==> config.mk <==
export PLATFORM = sky130hd
export DESIGN_NAME = pd_controller_band_halving_clamp_core
export DESIGN_NICKNAME = d
export VERILOG_FILES = /design/src/rtl/core/pdbhc_pkg.sv /design/src/rtl/core/pd_controller_band_halving_clamp_core.sv /design/src/rtl/core/pdbhc_cfg.sv /design/src/rtl/core/pdbhc_ctrl.sv /design/src/rtl/core/pdbhc_dp.sv
export SDC_FILE = /design/constraint.sdc
export NUM_CORES = 2
export LEC_CHECK = 0
export BUFFER_PORTS_ARGS = -buffer_cell sky130_fd_sc_hd__clkbuf_2
export CAP_MARGIN = 10
export CORE_MARGIN = 1.5
export CORE_UTILIZATION = 60
export DETAILED_ROUTE_END_ITERATION = 6
export PLACE_DENSITY = 0.77
export SLEW_MARGIN = 20
export SYNTH_ARGS = -nofsm -noshare
export SYNTH_HDL_FRONTEND = slang
export SYNTH_HIERARCHICAL = 1
export SYNTH_SLANG_ARGS = --single-unit
==> constraint.sdc <==
create_clock -name i_clk -period 31.3 [get_ports i_clk]
set_input_delay 7.825 -clock i_clk [delete_from_list [all_inputs] [get_ports i_clk]]
set_output_delay 7.825 -clock i_clk [all_outputs]
set_load 0.02 [all_outputs]
==> src/rtl/core/pdbhc_pkg.sv <==
package pdbhc_pkg;

    // Field widths
    localparam int ANGLE_WIDTH = 16;
    localparam int DRIVE_WIDTH = 16;
    localparam int GAIN_W      = 16;
    localparam int INV_W       = 10;
    localparam int BAND_W      = 15;
    localparam int LIM_W       = 15;
    localparam int CFG_IDX_W   = 3;
    localparam int CFG_DATA_W  = 16;

    // Fixed-point: Q.20 products back to Q8.8 drop the angle fraction bits
    localparam int ANGLE_FRAC  = 12;

    // Datapath widths
    localparam int DIFF_W  = ANGLE_WIDTH + 1;
    localparam int RATE_W  = DIFF_W + INV_W;
    localparam int MA_W    = (DIFF_W > GAIN_W + 1) ? DIFF_W : GAIN_W + 1;
    localparam int MB_W    = (RATE_W > ANGLE_WIDTH) ? RATE_W : ANGLE_WIDTH;
    localparam int PROD_W  = MA_W + MB_W;
    localparam int ACC_W   = PROD_W + 2;
    localparam int MAG_W   = ANGLE_WIDTH + 1;
    localparam int CMP_W   = (MAG_W > BAND_W) ? MAG_W : BAND_W;

    localparam logic signed [ACC_W-1:0] DRIVE_MAX =
        ACC_W'((64'd1 << (DRIVE_WIDTH - 1)) - 64'd1);

    // Register indexes
    localparam logic [CFG_IDX_W-1:0] REG_GAIN_P      = 3'd0;
    localparam logic [CFG_IDX_W-1:0] REG_GAIN_D      = 3'd1;
    localparam logic [CFG_IDX_W-1:0] REG_INV_PERIOD  = 3'd2;
    localparam logic [CFG_IDX_W-1:0] REG_NEAR_BAND   = 3'd3;
    localparam logic [CFG_IDX_W-1:0] REG_DRIVE_LIMIT = 3'd4;

    // Register reset values
    localparam logic [GAIN_W-1:0] RST_GAIN_P      = 16'd11520;
    localparam logic [GAIN_W-1:0] RST_GAIN_D      = 16'd1024;
    localparam logic [INV_W-1:0]  RST_INV_PERIOD  = 10'd100;
    localparam logic [BAND_W-1:0] RST_NEAR_BAND   = 15'd205;
    localparam logic [LIM_W-1:0]  RST_DRIVE_LIMIT = 15'd5120;

    typedef struct packed {
        logic [GAIN_W-1:0] gain_p;
        logic [GAIN_W-1:0] gain_d;
        logic [INV_W-1:0]  inv_period;
        logic [BAND_W-1:0] near_band;
        logic [LIM_W-1:0]  drive_limit;
    } t_cfg;

    // Controller to datapath
    typedef struct packed {
        logic load;     // capture angle, form rate
        logic p_step;   // acc = gain_p * angle
        logic d_step;   // acc += gain_d * rate
        logic out_load; // shift, clamp, fill output register
    } t_dp_cmd;

    // Datapath to controller
    typedef struct packed {
        logic out_free;
    } t_dp_sts;

endpackage

==> src/rtl/core/pd_controller_band_halving_clamp_core.sv <==
// Channel   | Handshake           | Payload
// ----------+---------------------+-----------------------------------------
// request   | i_valid / o_ready   | i_angle   (signed Q3.12)
// result    | o_valid / i_ready   | o_drive   (signed Q8.8), o_clamped
// config    | i_cfg_we            | i_cfg_idx, i_cfg_data (write only)
//
// A request runs in four steps: the accept cycle forms the rate on the shared
// multiplier, the P and D steps form the P and D products on that same
// multiplier, and the finish step shifts, clamps and loads the output register.
// Reset is synchronous and active low; it restores the register defaults and
// clears the previous angle and the output valid.
// A stalled result holds the block in its last step; the next request is
// taken once the result is loaded and the controller is back at idle.
module pd_controller_band_halving_clamp_core
    import pdbhc_pkg::*;
(
    input  logic                          i_clk,
    input  logic                          i_rst_n,
    input  logic                          i_valid,
    output logic                          o_ready,
    input  logic signed [ANGLE_WIDTH-1:0] i_angle,
    output logic                          o_valid,
    input  logic                          i_ready,
    output logic signed [DRIVE_WIDTH-1:0] o_drive,
    output logic                          o_clamped,
    input  logic                          i_cfg_we,
    input  logic [CFG_IDX_W-1:0]          i_cfg_idx,
    input  logic [CFG_DATA_W-1:0]         i_cfg_data
);

    t_cfg    w_cfg;
    t_dp_cmd w_cmd;
    t_dp_sts w_sts;

    // Configuration registers
    pdbhc_cfg u_cfg (
        .i_clk      (i_clk),
        .i_rst_n    (i_rst_n),
        .i_cfg_we   (i_cfg_we),
        .i_cfg_idx  (i_cfg_idx),
        .i_cfg_data (i_cfg_data),
        .o_cfg      (w_cfg)
    );

    // Sequencer: idle, P product, D product, finish
    pdbhc_ctrl u_ctrl (
        .i_clk   (i_clk),
        .i_rst_n (i_rst_n),
        .i_valid (i_valid),
        .o_ready (o_ready),
        .i_sts   (w_sts),
        .o_cmd   (w_cmd)
    );

    // Rate, products, accumulate, halve, clamp, output register
    pdbhc_dp u_dp (
        .i_clk     (i_clk),
        .i_rst_n   (i_rst_n),
        .i_cfg     (w_cfg),
        .i_cmd     (w_cmd),
        .o_sts     (w_sts),
        .i_angle   (i_angle),
        .o_valid   (o_valid),
        .i_ready   (i_ready),
        .o_drive   (o_drive),
        .o_clamped (o_clamped)
    );

    // Effective limit as seen at the drive width, for checking only
    logic signed [DRIVE_WIDTH:0] w_chk_lim;
    assign w_chk_lim = (ACC_W'({1'b0, w_cfg.drive_limit}) > DRIVE_MAX) ?
                       (DRIVE_WIDTH + 1)'(DRIVE_MAX) :
                       (DRIVE_WIDTH + 1)'({1'b0, w_cfg.drive_limit});

    // An accepted request keeps the block busy through its three work steps
    a_busy_after_accept: assert property (@(posedge i_clk) disable iff (!i_rst_n)
        i_valid && o_ready |=> !o_ready ##1 !o_ready ##1 !o_ready)
        else $error("request accepted while previous one still in work");

    // A flagged result sits exactly on the limit
    a_clamp_on_limit: assert property (@(posedge i_clk) disable iff (!i_rst_n)
        o_valid && o_clamped |->
            ((DRIVE_WIDTH + 1)'(o_drive) == w_chk_lim) ||
            ((DRIVE_WIDTH + 1)'(o_drive) == -w_chk_lim))
        else $error("clamped drive not at limit");

    // No datapath command other than load while idle
    a_idle_no_work: assert property (@(posedge i_clk) disable iff (!i_rst_n)
        o_ready |-> !w_cmd.p_step && !w_cmd.d_step && !w_cmd.out_load)
        else $error("datapath step issued while idle");

endmodule

==> src/rtl/core/pdbhc_cfg.sv <==
module pdbhc_cfg
    import pdbhc_pkg::*;
(
    input  logic                  i_clk,
    input  logic                  i_rst_n,
    input  logic                  i_cfg_we,
    input  logic [CFG_IDX_W-1:0]  i_cfg_idx,
    input  logic [CFG_DATA_W-1:0] i_cfg_data,
    output t_cfg                  o_cfg
);

    t_cfg r_cfg;

    always_ff @(posedge i_clk) begin
        if (!i_rst_n) begin
            r_cfg.gain_p      <= RST_GAIN_P;
            r_cfg.gain_d      <= RST_GAIN_D;
            r_cfg.inv_period  <= RST_INV_PERIOD;
            r_cfg.near_band   <= RST_NEAR_BAND;
            r_cfg.drive_limit <= RST_DRIVE_LIMIT;
        end else if (i_cfg_we) begin
            // keep only each register's width; drop unknown indexes
            unique case (i_cfg_idx)
                REG_GAIN_P:      r_cfg.gain_p      <= i_cfg_data[GAIN_W-1:0];
                REG_GAIN_D:      r_cfg.gain_d      <= i_cfg_data[GAIN_W-1:0];
                REG_INV_PERIOD:  r_cfg.inv_period  <= i_cfg_data[INV_W-1:0];
                REG_NEAR_BAND:   r_cfg.near_band   <= i_cfg_data[BAND_W-1:0];
                REG_DRIVE_LIMIT: r_cfg.drive_limit <= i_cfg_data[LIM_W-1:0];
                default: ;
            endcase
        end
    end

    assign o_cfg = r_cfg;

endmodule

==> src/rtl/core/pdbhc_ctrl.sv <==
module pdbhc_ctrl
    import pdbhc_pkg::*;
(
    input  logic    i_clk,
    input  logic    i_rst_n,
    input  logic    i_valid,
    output logic    o_ready,
    input  t_dp_sts i_sts,
    output t_dp_cmd o_cmd
);

    typedef enum logic [3:0] {
        S_IDLE = 4'b0001,
        S_P    = 4'b0010,
        S_D    = 4'b0100,
        S_FIN  = 4'b1000
    } t_state;

    t_state r_state;
    t_state n_state;

    always_comb begin
        n_state = r_state;
        o_cmd   = '0;
        unique case (r_state)
            S_IDLE: begin
                if (i_valid) begin
                    o_cmd.load = 1'b1;
                    n_state    = S_P;
                end
            end
            S_P: begin
                o_cmd.p_step = 1'b1;
                n_state      = S_D;
            end
            S_D: begin
                o_cmd.d_step = 1'b1;
                n_state      = S_FIN;
            end
            S_FIN: begin
                // hold until the output register can take the result
                if (i_sts.out_free) begin
                    o_cmd.out_load = 1'b1;
                    n_state        = S_IDLE;
                end
            end
            default: n_state = S_IDLE;
        endcase
    end

    always_ff @(posedge i_clk) begin
        if (!i_rst_n) begin
            r_state <= S_IDLE;
        end else begin
            r_state <= n_state;
        end
    end

    assign o_ready = (r_state == S_IDLE);

endmodule

==> src/rtl/core/pdbhc_dp.sv <==
module pdbhc_dp
    import pdbhc_pkg::*;
(
    input  logic                          i_clk,
    input  logic                          i_rst_n,
    input  t_cfg                          i_cfg,
    input  t_dp_cmd                       i_cmd,
    output t_dp_sts                       o_sts,
    input  logic signed [ANGLE_WIDTH-1:0] i_angle,
    output logic                          o_valid,
    input  logic                          i_ready,
    output logic signed [DRIVE_WIDTH-1:0] o_drive,
    output logic                          o_clamped
);

    logic signed [ANGLE_WIDTH-1:0] r_last_angle;
    logic signed [ANGLE_WIDTH-1:0] r_angle;
    logic signed [RATE_W-1:0]      r_rate;
    logic signed [ACC_W-1:0]       r_acc;
    logic signed [DRIVE_WIDTH-1:0] r_drive;
    logic                          r_clamped;
    logic                          r_out_valid;

    logic signed [DIFF_W-1:0]  w_diff;
    logic signed [MA_W-1:0]    w_a;
    logic signed [MB_W-1:0]    w_b;
    logic signed [PROD_W-1:0]  w_prod;
    logic signed [ACC_W-1:0]   w_neg;
    logic signed [ACC_W-1:0]   w_shift;
    logic signed [ACC_W-1:0]   w_lim;
    logic signed [ACC_W-1:0]   w_lim_ext;
    logic signed [ACC_W-1:0]   w_res;
    logic signed [MAG_W-1:0]   w_ang_x;
    logic [MAG_W-1:0]          w_mag;
    logic                      w_half;
    logic                      w_clamp;

    assign w_diff = DIFF_W'(i_angle) - DIFF_W'(r_last_angle);

    // shared multiplier
    always_comb begin
        priority if (i_cmd.load) begin
            w_a = MA_W'(w_diff);
            w_b = MB_W'({1'b0, i_cfg.inv_period});
        end else if (i_cmd.p_step) begin
            w_a = MA_W'({1'b0, i_cfg.gain_p});
            w_b = MB_W'(r_angle);
        end else begin
            w_a = MA_W'({1'b0, i_cfg.gain_d});
            w_b = MB_W'(r_rate);
        end
    end

    assign w_prod = w_a * w_b;

    // band test on |angle|
    assign w_ang_x = MAG_W'(r_angle);
    assign w_mag   = w_ang_x[MAG_W-1] ? MAG_W'(-w_ang_x) : w_ang_x;
    assign w_half  = CMP_W'(w_mag) < CMP_W'(i_cfg.near_band);

    // negate, floor shift, clamp
    assign w_neg     = -r_acc;
    assign w_shift   = w_half ? (w_neg >>> (ANGLE_FRAC + 1)) : (w_neg >>> ANGLE_FRAC);
    assign w_lim_ext = ACC_W'({1'b0, i_cfg.drive_limit});
    assign w_lim     = (w_lim_ext > DRIVE_MAX) ? DRIVE_MAX : w_lim_ext;

    always_comb begin
        w_res   = w_shift;
        w_clamp = 1'b0;
        if (w_shift > w_lim) begin
            w_res   = w_lim;
            w_clamp = 1'b1;
        end else if (w_shift < -w_lim) begin
            w_res   = -w_lim;
            w_clamp = 1'b1;
        end
    end

    always_ff @(posedge i_clk) begin
        if (!i_rst_n) begin
            r_last_angle <= '0;
            r_out_valid  <= 1'b0;
        end else begin
            if (i_cmd.load) begin
                r_last_angle <= i_angle;
            end
            if (i_cmd.out_load) begin
                r_out_valid <= 1'b1;
            end else if (i_ready) begin
                r_out_valid <= 1'b0;
            end
        end
    end

    always_ff @(posedge i_clk) begin
        if (i_cmd.load) begin
            r_angle <= i_angle;
            r_rate  <= RATE_W'(w_prod);
        end
        if (i_cmd.p_step) begin
            r_acc <= ACC_W'(w_prod);
        end else if (i_cmd.d_step) begin
            r_acc <= r_acc + ACC_W'(w_prod);
        end
        if (i_cmd.out_load) begin
            r_drive   <= DRIVE_WIDTH'(w_res);
            r_clamped <= w_clamp;
        end
    end

    assign o_sts.out_free = !r_out_valid || i_ready;
    assign o_valid        = r_out_valid;
    assign o_drive        = r_drive;
    assign o_clamped      = r_clamped;

endmodule

Word-level counts from Yosys, hierarchy flattened

Index checks and enable logic that the tools add are counted.

Multiply operators: 1
Add/subtract/negate cells: 5
Magnitude comparators: 4
Reduce and logical (&&, ||, !) cells: 11
Muxes and demuxes: 23
Eq/ne operators: 10

Operator list:

| cell                                                  | number |
|---|---|
| two-way mux 46 bit                                    | 2 |
| two-way mux 27 bit                                    | 2 |
| two-way mux 16 bit                                    | 3 |
| adder 46 x 44 -> 46 bit                               | 1 |
| less-than comparator 34 x 46 -> 1 bit                 | 1 |
| negation 15 -> 46 bit                                 | 1 |
| negation 46 bit                                       | 1 |
| multiplier 17 x 27 -> 44 bit                          | 1 |
| greater-than comparator 34 x 16 -> 1 bit              | 1 |
| two-way mux 17 bit                                    | 2 |
| two-way mux 33 bit                                    | 1 |
| less-than comparator 17 x 15 -> 1 bit                 | 1 |
| negation 16 -> 17 bit                                 | 1 |
| subtractor 16 x 16 -> 17 bit                          | 1 |
| case mux 4 bit (4 select lines)                       | 1 |
| greater-than comparator 15 bit, second input constant | 1 |
| two-way mux 15 bit                                    | 1 |
| AND reduction 2 bit                                   | 6 |
| two-way mux 1 bit                                     | 9 |
| two-way mux 4 bit                                     | 2 |
| equality test 3 x 2 -> 1 bit, second input constant   | 2 |
| equality test 4 x 1 -> 1 bit, second input constant   | 1 |
| equality test 4 x 2 -> 1 bit, second input constant   | 1 |
| equality test 4 x 3 -> 1 bit, second input constant   | 1 |
| 9 further kinds                                       | 10 |

Output and inout port bits: 19
Flip-flop bits (word level): 199
Input bits: 40
Word-level logic and storage cells: 67

Logic depth before layout (Yosys ltp)

Depth after elaboration: 8
Gate-level depth with buffers: 53
Mapped depth without buffers: 51

Hierarchy

The synthesis kept the hierarchy.

Modules (own cells, without submodules):

| module     | cells each | times used | sequential area each (um^2) | area each (um^2) |
|---|---|---|---|---|
| pdbhc_dp   | 3262       | 1          | 3523.4                      | 28393.5 |
| pdbhc_cfg  | 271        | 1          | 1441.4                      | 2791.4 |
| pdbhc_ctrl | 25         | 1          | 80.1                        | 261.5 |

Least setup slack after synthesis

No wires, ideal clock.

Path type: in2reg
From: in i_valid
To: reg u_dp.r_acc[43] (data pin)
Required time: 31.030 ns
Setup slack: 13.061 ns
Setup time: 0.270 ns
Path buffers: 4
Arrival: 17.969 ns
Stages: 40
Path through: and2_1 clkbuf_1 clkbuf_1 clkbuf_1 nand3b_1 o21ai_0 clkbuf_1 nand2_1 fa_1 inv_1 fa_1 inv_1 fa_1 fa_1 inv_1 fa_1 fa_1 ha_1 [4 not listed] a21oi_1 o21bai_1 a21oi_1 xnor2_1 ha_1 a21o_1 a21o_1 a21oi_1 o21ai_0 a21oi_1 a211o_1 o211ai_1 a41o_1 a221o_1 a21o_1 a21oi_1 xor2_1 mux2i_1

Cells in the longest elaborated chain, start to end: 7
Elaborated cells between the ends (all ways): 8
Classes of those cells: 1 x add/sub; 1 x mul; 6 x mux

RTL lines:

| item                                                     | RTL line                                    | text |
|---|---|---|
| start: declaration                                       | pd_controller_band_halving_clamp_core.sv:19 | `input logic i_valid,` |
| two-way mux 1 bit *                                      | pdbhc_ctrl.sv:27                            | `if (i_valid) begin` |
| two-way mux 1 bit *                                      | pdbhc_ctrl.sv:25                            | `unique case (r_state)` |
| two-way mux 17 bit or two-way mux 27 bit (tied branches) | pdbhc_dp.sv:42                              | `priority if (i_cmd.load) begin` |
| multiplier 17 x 27 -> 44 bit *                           | pdbhc_dp.sv:54                              | `assign w_prod = w_a * w_b;` |
| named net u_dp.w_prod[20]                                | pdbhc_dp.sv:27                              | `logic signed [PROD_W-1:0] w_prod;` |
| adder 46 x 44 -> 46 bit *                                | pdbhc_dp.sv:103                             | `r_acc <= r_acc + ACC_W'(w_prod);` |
| two-way mux 46 bit *                                     | pdbhc_dp.sv:102                             | `end else if (i_cmd.d_step) begin` |
| two-way mux 46 bit *                                     | pdbhc_dp.sv:100                             | `if (i_cmd.p_step) begin` |
| end signal: assignment                                   | pdbhc_dp.sv:101                             | `r_acc <= ACC_W'(w_prod);` |
| end signal: assignment                                   | pdbhc_dp.sv:103                             |  |
| end: declaration                                         | pdbhc_dp.sv:19                              | `logic signed [ACC_W-1:0] r_acc;` |

The timed path passes the listed nets; every way through them passes the cells marked *. The select of a mux whose other input is x is not followed.
A chain may end at the register's enable or synchronous reset.

Final worst setup path

From: in i_angle[0]
To: reg u_dp.r_acc[44] (data pin)

Cells in the longest elaborated chain, start to end: 6

RTL lines:

| item                         | RTL line                                    | text |
|---|---|---|
| start: declaration           | pd_controller_band_halving_clamp_core.sv:21 | `input logic signed [ANGLE_WIDTH-1:0] i_angle,` |
| subtractor 16 x 16 -> 17 bit | pdbhc_dp.sv:38                              | `assign w_diff = DIFF_W'(i_angle) - DIFF_W'(r_last_angle);` |
| two-way mux 17 bit           | pdbhc_dp.sv:42                              |  |
| multiplier 17 x 27 -> 44 bit | pdbhc_dp.sv:54                              |  |
| named net u_dp.w_prod[26]    | pdbhc_dp.sv:27                              |  |
| adder 46 x 44 -> 46 bit      | pdbhc_dp.sv:103                             |  |
| two-way mux 46 bit           | pdbhc_dp.sv:102                             |  |
| two-way mux 46 bit           | pdbhc_dp.sv:100                             |  |

The timed path passes the listed nets, and every way through them passes these cells. The select of a mux whose other input is x is not followed.

==> metrics.yaml <==
fp.dieW_um: 232
synth_top_area_share_pct: 28.6
antenna_found_initial: 1
wl_mm: 85.9
rows: 83
hold_viol: 0
cts.sinks: 199
numCtsBuffers: 17
fin_skew_ns: 0.0282
tightest_slew_ns: 1.16
cts-htree-levels: 4
die-area_um2: 53800
syn_nets: 4291
final_common_cell: "inv_1"
cap_viol_max_count: 0
cts_root_buffer: "clkbuf_16"
r2r_end: "u_dp/r_acc[44]"
ant_nets: 0
hpwl_mm: 68.4
wire_per_inst_um: 20.3
hold_end: "u_cfg/o_cfg[53]"
setup_viol: 0
clk_pin_slew_worst_paths_ns: 0.09
clkLatencyLatePin_ns: 0.48
syn_avg_cell_area_um2: 8.84
status: "finished, final reports clean"
async_flop_share_pct: 0
grt_usage_pct: 33.0
coreArea_um2: 51500
final_cell_mix: "inv_1 (573), nand2_1 (468), fa_1 (449)"
nets: 4263
ys_seq_elements: 199
crit_required_ns: 31.49
synth_edf_count: 106
cts_tree: "done"
arrival_ns: 19.50
instances_no_fill: 4224
yosys.area.top_type: "fa_1"
vias: 25400
critPathKind: "in -> reg"
grt_pass1_wl_mm: 138
rsz0062_at_grt: "false"
grt_pass1_vias: 25300
drt_iter0_markers: 2465
place_inst: 4191
post-route-period-util_pct: 61.7
crit_top_cell: "fa_1"
ctsResizeCount: 0
synth_area_leaders: "fa_1 (29%), edfxtp_1 (10%), ha_1 (9.7%)"
worst_setup_path_start_kind: "input pin"
reg2reg_from: "u_ctrl/r_state[1]"
hold_buffers: 0
route.detailed.drc: 0
fmax_ghz: 0.0518
netlist_area_um2: 31400
rr_worst_depth: 37
hold_depth: 2
slowest_delay_ns: 0.98
io_pins: 59
fin_tns_setup_ns: 0
post-cts-setup-buffers: 0
gp_congestion: 0.988
start_util_pct: 61.0
area_delta_synth_final_pct: 4.98
synthCells: 3558
die_h_um: 232
ys.flop_type: "edfxtp_1"
finalCriticalPeriod_ns: 19.31
yosysSeqAreaShare_pct: 16.0
path_max_fanout: 17
grt_max_degree: 120
yosys_warnings: 6
io_buffers: 58
max_slew_margin_pct: 21.2
drv_slew: 0
cts_buffer_depth: 2
viasPerCell: 6.00
dr.pass1.iters: 6
reg2reg_setup_slack_ns: 19.04
drive_above_1_share_pct: 6.35
hp-start: "u_cfg/o_cfg[53]"
synth_cell_type_count: 97
critPathCaptureType: "flip-flop"
grt.overflow.total: 0
slowest_stage: "o41ai_1"
hold_path.class: "reg -> reg"
-- cells by family after synthesis --
family | share of synthesized area [%]
muxes | 4.61
DFF | 16.0
adders and majority gates | 38.3
and+or+nand+nor | 16.3
AOI/OAI and AO/OA | 12.0
buffers and inverters | 8.80
xor gates and xnor gates | 3.92
-- final cells by class --
cell class | count | area, um2
Fill cell | 4317 | 18500
Tap cell | 680 | 851
Sequential cell | 199 | 5040
Timing Repair Buffer | 98 | 593
Inverter | 576 | 2160
Clock buffer | 17 | 425
Multi-Input combinational cell | 2638 | 23700
Antenna cell | 1 | 2.50
Clock inverter | 15 | 238
-- registers in the layout (all words and copies together) (netlist names) --
register	count
u_cfg/o_cfg	72
u_ctrl/r_state	4
u_dp/o_clamped	1
u_dp/o_drive	16
u_dp/o_valid	1
u_dp/r_acc	46
u_dp/r_angle	16
u_dp/r_last_angle	16
u_dp/r_rate	27
-- through the flow --
stage | hold WS [ns] | instance area (um2) | setup WS [ns] | util, %
final | 0.462 | 33000 | 11.99 | 64.1
after CTS | 0.464 | 33000 | 12.17 | 64.1
after detailed placement | 0.449 | 32300 | 11.70 | 62.8
after global routing | 0.480 | 33000 | 11.32 | 64.1
after floorplan | 0.430 | 31400 | 13.06 | -
after global placement | 0.441 | 32300 | 11.85 | 62.8
-- metal layers --
layer / vias to the layer above / share of wire, % / global-route usage (%)
met5: - / 0.014 / 0
met4: 2 / 5.2 / 15.2
met3: 255 / 8.1 / 6.36
met2: 1065 / 46 / 52.9
met1: 12400 / 40 / 43.2
li1: 11600 / - / -
-- how the worst max path moves through the flow --
stage	start	endpoint	slack, ns	cells past startpoint
global placement	i_angle[0]	u_dp/r_acc[44]	11.85	45
finish	i_angle[0]	u_dp/r_acc[44]	11.99	44
floorplan	i_valid	u_dp/r_acc[43]	13.06	40
CTS	i_angle[0]	u_dp/r_acc[44]	12.17	47
global route	i_angle[0]	u_dp/r_acc[44]	11.32	44
detailed placement	i_angle[0]	u_dp/r_acc[44]	11.70	47
-- worst max-delay path: cells and delay by family --
family	cells	cell delay (ns)
buf+inv	6	0.34
mux	1	0.09
compound gates	23	6.14
simple gates	2	0.21
fa+ha+maj	10	4.43
xor+xnor	2	0.43
-- synth_stat cells, drive strengths merged, types with 40 or more instances --
cell	instances
inv	576
nand2	469
fa	449
nor2	275
ha	244
a21oi	146
mux2i	120
o21ai	114
clkbuf	112
edfxtp	106
dfxtp	93
xnor2	89
a21o	73
nor2b	72
xor2	51
nor3	43
nand3	40
Power is not shown: default switching activity piles up to over one toggle a cycle in this logic, so the estimate is an artifact.
